### src/hdl/asp_pkg.sv
// Shared types, constants and helpers for the annular sector point test.
// Used by every asp_* module and the top level.
`default_nettype none

package asp_pkg;

  // Field widths
  localparam int CoordW   = 24;
  localparam int DiffW    = CoordW + 1;
  localparam int SqW      = 2 * CoordW;
  localparam int R2W      = SqW + 1;
  localparam int RadW     = 23;
  localparam int RadSqW   = 2 * RadW;
  localparam int AngW     = 16;
  localparam int SweepW   = 18;
  localparam int CfgDataW = 24;
  localparam int CfgIdxW  = 3;

  // CORDIC datapath: offsets scaled by 2^PreBits, angle in 1/2^32 turn
  localparam int PreBits  = 24;
  localparam int VecW     = DiffW + PreBits + 3;
  localparam int ZW       = 32;
  localparam int TableLen = 24;

  localparam int StagesDefault = 16;

  localparam logic [SweepW-1:0] FullTurn = SweepW'(65536);
  localparam logic [ZW-1:0]     HalfTurn = 32'h8000_0000;
  localparam logic [ZW-1:0]     RoundAdd = 32'h0000_8000;

  // atan(2^-i) in 1/2^32 turn, rounded to nearest
  localparam logic [ZW-1:0] AtanTurn [TableLen] = '{
    32'd536870912, 32'd316933406, 32'd167458907, 32'd85004756,
    32'd42667331,  32'd21354465,  32'd10679838,  32'd5340245,
    32'd2670163,   32'd1335087,   32'd667544,    32'd333772,
    32'd166886,    32'd83443,     32'd41722,     32'd20861,
    32'd10430,     32'd5215,      32'd2608,      32'd1304,
    32'd652,       32'd326,       32'd163,       32'd81
  };

  // Register indexes of the configuration port
  typedef enum logic [CfgIdxW-1:0] {
    REG_CENTER_X = 3'd0,
    REG_CENTER_Y = 3'd1,
    REG_HEADING  = 3'd2,
    REG_INNER    = 3'd3,
    REG_OUTER    = 3'd4,
    REG_START    = 3'd5,
    REG_SWEEP    = 3'd6
  } cfg_idx_e;

  typedef struct packed {
    logic signed [CoordW-1:0] center_x;
    logic signed [CoordW-1:0] center_y;
    logic [AngW-1:0]          heading;
    logic [RadW-1:0]          inner_radius;
    logic [RadW-1:0]          outer_radius;
    logic [AngW-1:0]          start_angle;
    logic signed [SweepW-1:0] sweep_angle;
  } cfg_t;

  typedef struct packed {
    logic signed [CoordW-1:0] target_x;
    logic signed [CoordW-1:0] target_y;
  } in_item_t;

  typedef struct packed {
    logic inside_res;
    logic bounds_invalid;
  } out_item_t;

  typedef struct packed {
    logic signed [VecW-1:0] x;
    logic signed [VecW-1:0] y;
    logic [ZW-1:0]          z;
  } vec_t;

  // Early decision that rides along with the CORDIC vector
  typedef struct packed {
    logic bnd_inv;
    logic decided;
    logic hit;
  } verdict_t;

  typedef struct packed {
    vec_t     vec;
    verdict_t vd;
  } stage_t;

  function automatic logic [SweepW-1:0] abs_sweep_f(logic signed [SweepW-1:0] s);
    logic [SweepW-1:0] r;
    r = s[SweepW-1] ? SweepW'(-s) : SweepW'(s);
    return r;
  endfunction

  function automatic logic bounds_invalid_f(cfg_t c);
    logic [SweepW-1:0] a;
    a = abs_sweep_f(c.sweep_angle);
    return (c.inner_radius >= c.outer_radius) || (c.sweep_angle == '0) || (a > FullTurn);
  endfunction

endpackage

`default_nettype wire

### src/hdl/asp_back.sv
// Back end: bearing rounding, heading and start offsets, sweep compare.
// Holds the output register; depends on asp_pkg.
`default_nettype none

module asp_back (
  input  wire logic            clk_i,
  input  wire logic            rst_ni,
  input  wire asp_pkg::cfg_t   cfg_i,
  input  wire logic            valid_i,
  output logic                 ready_o,
  input  wire asp_pkg::stage_t data_i,
  output logic                 valid_o,
  input  wire logic            ready_i,
  output asp_pkg::out_item_t   item_o
);
  import asp_pkg::*;

  logic      valid_q;
  logic      en;
  out_item_t item_q, item_d;
  logic [ZW-1:0]     z_rnd;
  logic [AngW-1:0]   rel, dir;
  logic [SweepW-1:0] abs_sweep;

  assign en      = !valid_q || ready_i;
  assign ready_o = en;
  assign valid_o = valid_q;
  assign item_o  = item_q;

  // Round the bearing to 1/65536 turn and test it against the sweep
  always_comb begin
    z_rnd     = data_i.vec.z + RoundAdd;
    rel       = z_rnd[ZW-1:ZW-AngW] - cfg_i.heading;
    abs_sweep = abs_sweep_f(cfg_i.sweep_angle);
    if (cfg_i.sweep_angle[SweepW-1]) begin
      dir = cfg_i.start_angle - rel;
    end else begin
      dir = rel - cfg_i.start_angle;
    end
    item_d.bounds_invalid = data_i.vd.bnd_inv;
    if (data_i.vd.decided) begin
      item_d.inside_res = data_i.vd.hit;
    end else begin
      item_d.inside_res = SweepW'(dir) < abs_sweep;
    end
  end

  always_ff @(posedge clk_i or negedge rst_ni) begin
    if (!rst_ni) begin
      valid_q <= 1'b0;
    end else if (en) begin
      valid_q <= valid_i;
    end
  end

  always_ff @(posedge clk_i) begin
    if (en && valid_i) begin
      item_q <= item_d;
    end
  end

endmodule

`default_nettype wire

### config.mk
export PLATFORM = sky130hd
export DESIGN_NAME = asp_back
export DESIGN_NICKNAME = d
export VERILOG_FILES = /design/src/hdl/asp_pkg.sv /design/src/hdl/asp_back.sv
export SDC_FILE = /design/constraint.sdc
export NUM_CORES = 1
export LEC_CHECK = 0
export BUFFER_PORTS_ARGS = -buffer_cell sky130_fd_sc_hd__buf_2
export CAP_MARGIN = 0
export CORE_AREA = 2 2 114 116
export DETAILED_ROUTE_END_ITERATION = 16
export DIE_AREA = 0 0 116 118
export PLACE_DENSITY = 0.68
export SKIP_LAST_GASP = 1
export SLEW_MARGIN = 20
export SYNTH_ARGS = -nofsm -noshare
export SYNTH_HDL_FRONTEND = slang
export SYNTH_SLANG_ARGS = --single-unit
### constraint.sdc
create_clock -name clk_i -period 1.9 [get_ports clk_i]
set_clock_uncertainty 0.15 [all_clocks]
set_input_delay 0.19 -clock clk_i [delete_from_list [all_inputs] [get_ports clk_i]]
set_output_delay 0.19 -clock clk_i [all_outputs]
set_load 0.01 [all_outputs]
==> flow_summary_export.csv <==
group,metric,value,unit
run_status,status,"finished, violations left",
run_status,violations,"setup timing",
yosys,synth.distinct_cells,58,
setup_path,cp_common_cell,"a21o_1",
die,design.core.area,12410,µm²
final_layout,layout_commonest_cell,"buf_4",
power,p_switching,1411,µW
clock_tree,cts_tree,"done",
global_route,grt_pass1_vias,3492,
drt,drt_iter0_markers,149,
clock_tree,cts_root_buf,"clkbuf_16",
power,cellPowerDensity,635.9,nW/µm²
final_layout,utilization,0.4196,
yosys,ys_async_sr_fraction,0.3333,
drt,wl,9311,µm
sta,finalCriticalPeriod,4.556,ns
die,die-area,13690,µm²
sta,setup_violations,1,
clock_tree,numCtsBuffers,3,
final_layout,fin_nets,995,
yosys,syn_nets,763,
place,place_congestion,0.8373,
sta,drv_slew,0,
drt,met3_length,337,µm
place,portBuffers,77,
power,power.leakage,0.002680,µW
setup_path,critPathCapture,"item_o[1]$_DFFE_PP_",
setup_path,worst-path-max-fanout,4,
global_route,grt_first_pass_wirelength,15150,µm
die,initial_core_util,0.2495,
drt,top_layer_used,"met4",
final_layout,seqCellArea,85.08,µm²
yosys,yosysWarnings,0,
sta,worst_pin_slew,0.3859,ns
power,internal-power,1902,µW
sta,final_hold_viol_count,0,
drt,met1_length,4597,µm
place,dp_cells,802,
yosys,synth-main-ff-cell,"edfxtp_1",
die,die_y,118,µm
final_layout,drive_gt1_frac,0.4579,
final_layout,syn_to_final_growth,68.13,%
setup_path,crit_slowest_cell,"ha_1",
yosys,synth_cells,411,
clock_tree,worstSkewPairLatency,0.22,ns
sta,timing.final.crit_share,2.398,
final_layout,multi_input_area,3059,µm²
sta,rsz0062_at_grt,"yes",
global_route,antenna_found_initial,0,
power,peakVddDrop,194.2,µV
final_layout,layout_common_cells,"157 x buf_4, 72 x buf_2, 58 x ha_1, 46 x inv_1, 32 x xor2_1",
global_route,grt.overflow.total,0,
setup_path,cp-startpoint,"data_i[22]",
die,rows,41,
setup_path,arrival,4.47,ns
setup_path,startpoint_type,"input pin",
yosys,ys_ff_latch,3,
clock_tree,htreeDepth,1,
drt,drc,0,
clock_tree,clock_sinks,3,
sta,setup_slack,-2.656,ns
die,die_w,116,µm
yosys,synth_edf_count,2,
sta,slew-limit-headroom,0.7403,
drt,wl_met2,4293,µm
place,dpl.hpwl,7916,µm
setup_path,crit_required,1.81,ns
global_route,grt_max_degree,21,
power,power_frac_seq,0.024,
drt,ant_nets,0,
power,power_switching_share,0.4259,
power,total_power,3312,µW
final_layout,n_antenna_cell,0,
setup_path,crit_type,"input pin to flip-flop",
yosys,synth.cell_area,3098,µm²
setup_path,crit_path_max_incr_delay,0.36,ns
yosys,syn_area_per_cell,7.538,µm²
yosys,seq_area_frac_synth,0.02746,
setup_path,reg2reg_depth,2,
drt,vias,3576,
setup_path,cp-end-kind,"flip-flop",
sta,fmax,219.5,MHz
clock_tree,cts_buffer_depth,2,
job,maxCapViolations,0,
setup_path,reg2reg_slack,0.80,ns
setup_path,r2r_start,"valid_o$_DFFE_PN0N_",
hold_path,hp-class,"input pin to flip-flop",
clock_tree,path_clk_slew,0.03,ns
drt,drt_first_pass_iters,4,
power,combPwrFrac,0.875,
global_route,grt.total_usage,0.1304,
power,pwr-share-clk,0.101,
drt,viasPerCell,4.393,
drt,routedWlPerCell,11.44,µm
final_layout,fill_cells,1299,
setup_path,regToRegEndpoint,"item_o[1]$_DFFE_PP_",
die,num_io_pins,291,
final_layout,final_cells,814,
==> how the worst min path moves through the flow <==
stage	from	to	slack (ns)	depth (start not counted)
2_1_floorplan	rst_ni	valid_o$_DFFE_PN0N_	-0.26	0
3_3_place_gp	rst_ni	valid_o$_DFFE_PN0N_	-0.19	1
3_5_place_dp	rst_ni	valid_o$_DFFE_PN0N_	-0.18	1
4_1_cts	data_i[2]	item_o[0]$_DFFE_PP_	0.02	1
5_1_grt	data_i[2]	item_o[0]$_DFFE_PP_	0.02	1
6_report	data_i[2]	item_o[0]$_DFFE_PP_	0.01	1
==> flip-flops by register name (all words and copies together), names as in the netlist <==
signal	count
item_o	2
valid_o	1
==> stage by stage <==
stage / worst slack [ns] / instance area, µm² / hold WS (ns) / setup TNS (ns)
floorplan: -2.572 / 3161 / -0.2556 / -2.572
global placement: -2.896 / 4846 / -0.1857 / -2.896
detailed placement: -3.005 / 4846 / -0.1818 / -3.005
CTS: -2.731 / 5020 / 0.01620 / -2.731
global route: -2.943 / 5209 / 0.01738 / -2.943
finish: -2.656 / 5209 / 0.01237 / -2.656
==> power by group through the flow <==
stage                     sequential (µW)  combinational (µW)  clock [µW]
after floorplan                      84.1                1580           0
after global placement               81.9                2640           0
after detailed placement             82.0                2690           0
after CTS                            81.2                2780         340
after global routing                 81.4                3220         343
final                                80.9                2900         333
==> critical path: cells and delay by family <==
family	cells	cell delay [ns]
buf+inv	1	0.10
compound gates	13	1.97
xor+xnor	3	0.42
fa+ha+maj	3	0.96
simple gates	6	0.83
==> Yosys cell counts, types with 4 or more instances <==
| cell | count | share of area |
|---|---|---|
| xor2_1 | 34 | 0.096 |
| o21ai_1 | 4 | 0.0065 |
| o31ai_1 | 6 | 0.015 |
| o21ai_0 | 15 | 0.024 |
| nor3_1 | 6 | 0.0097 |
| a211oi_1 | 9 | 0.022 |
| inv_1 | 46 | 0.056 |
| nand3b_1 | 5 | 0.012 |
| and2_1 | 6 | 0.012 |
| nand3_1 | 9 | 0.015 |
| a21oi_1 | 39 | 0.063 |
| nand2b_1 | 7 | 0.014 |
| xnor2_1 | 29 | 0.082 |
| o211ai_1 | 4 | 0.0097 |
| ha_1 | 62 | 0.25 |
| o21bai_1 | 5 | 0.012 |
| nor2_1 | 12 | 0.015 |
| nand4_1 | 4 | 0.0081 |
| nand2_1 | 29 | 0.035 |
| nor2b_1 | 5 | 0.010 |
| mux2i_1 | 4 | 0.013 |
| a21o_1 | 14 | 0.034 |
==> per-layer routing <==
layer  up-vias  global-route usage
met5         -                   0
met4         0             0.01414
met3        10            0.009269
met2        70              0.2233
met1      1578              0.1834
li1       1918                   -
==> area by class of cell <==
class                   instances  area share
clock buffers                   4     0.01513
inverters                      46     0.03315
multi-input cells             355      0.5873
flip-flops and latches          3     0.01633
well taps                     172     0.04132
repair buffers                234      0.3067
==> timing repair <==
action | CTS | global route
setup endpoints to repair | 1 | 1
hold endpoints to repair | 1 | 0
cloned | 0 | 0
hold buffers | 1 | 0
buffers inserted | 2 | 5
gates resized for setup | 17 | 36
pin swaps | 19 | 41
==> cell families (layout without fill, tap and decap cells) <==
| family | after synthesis | count (layout) | synth area share |
|---|---|---|---|
| muxes | 5 | 5 | 0.01656 |
| AOI/OAI and AO/OA | 124 | 124 | 0.2722 |
| DFF | 3 | 3 | 0.02746 |
| buffers and inverters | 53 | 284 | 0.06664 |
| and+or+nand+nor | 98 | 98 | 0.1692 |
| adders and majority gates | 65 | 65 | 0.2698 |
| xor gates and xnor gates | 63 | 63 | 0.1781 |
(Power assumes the default switching activity.)
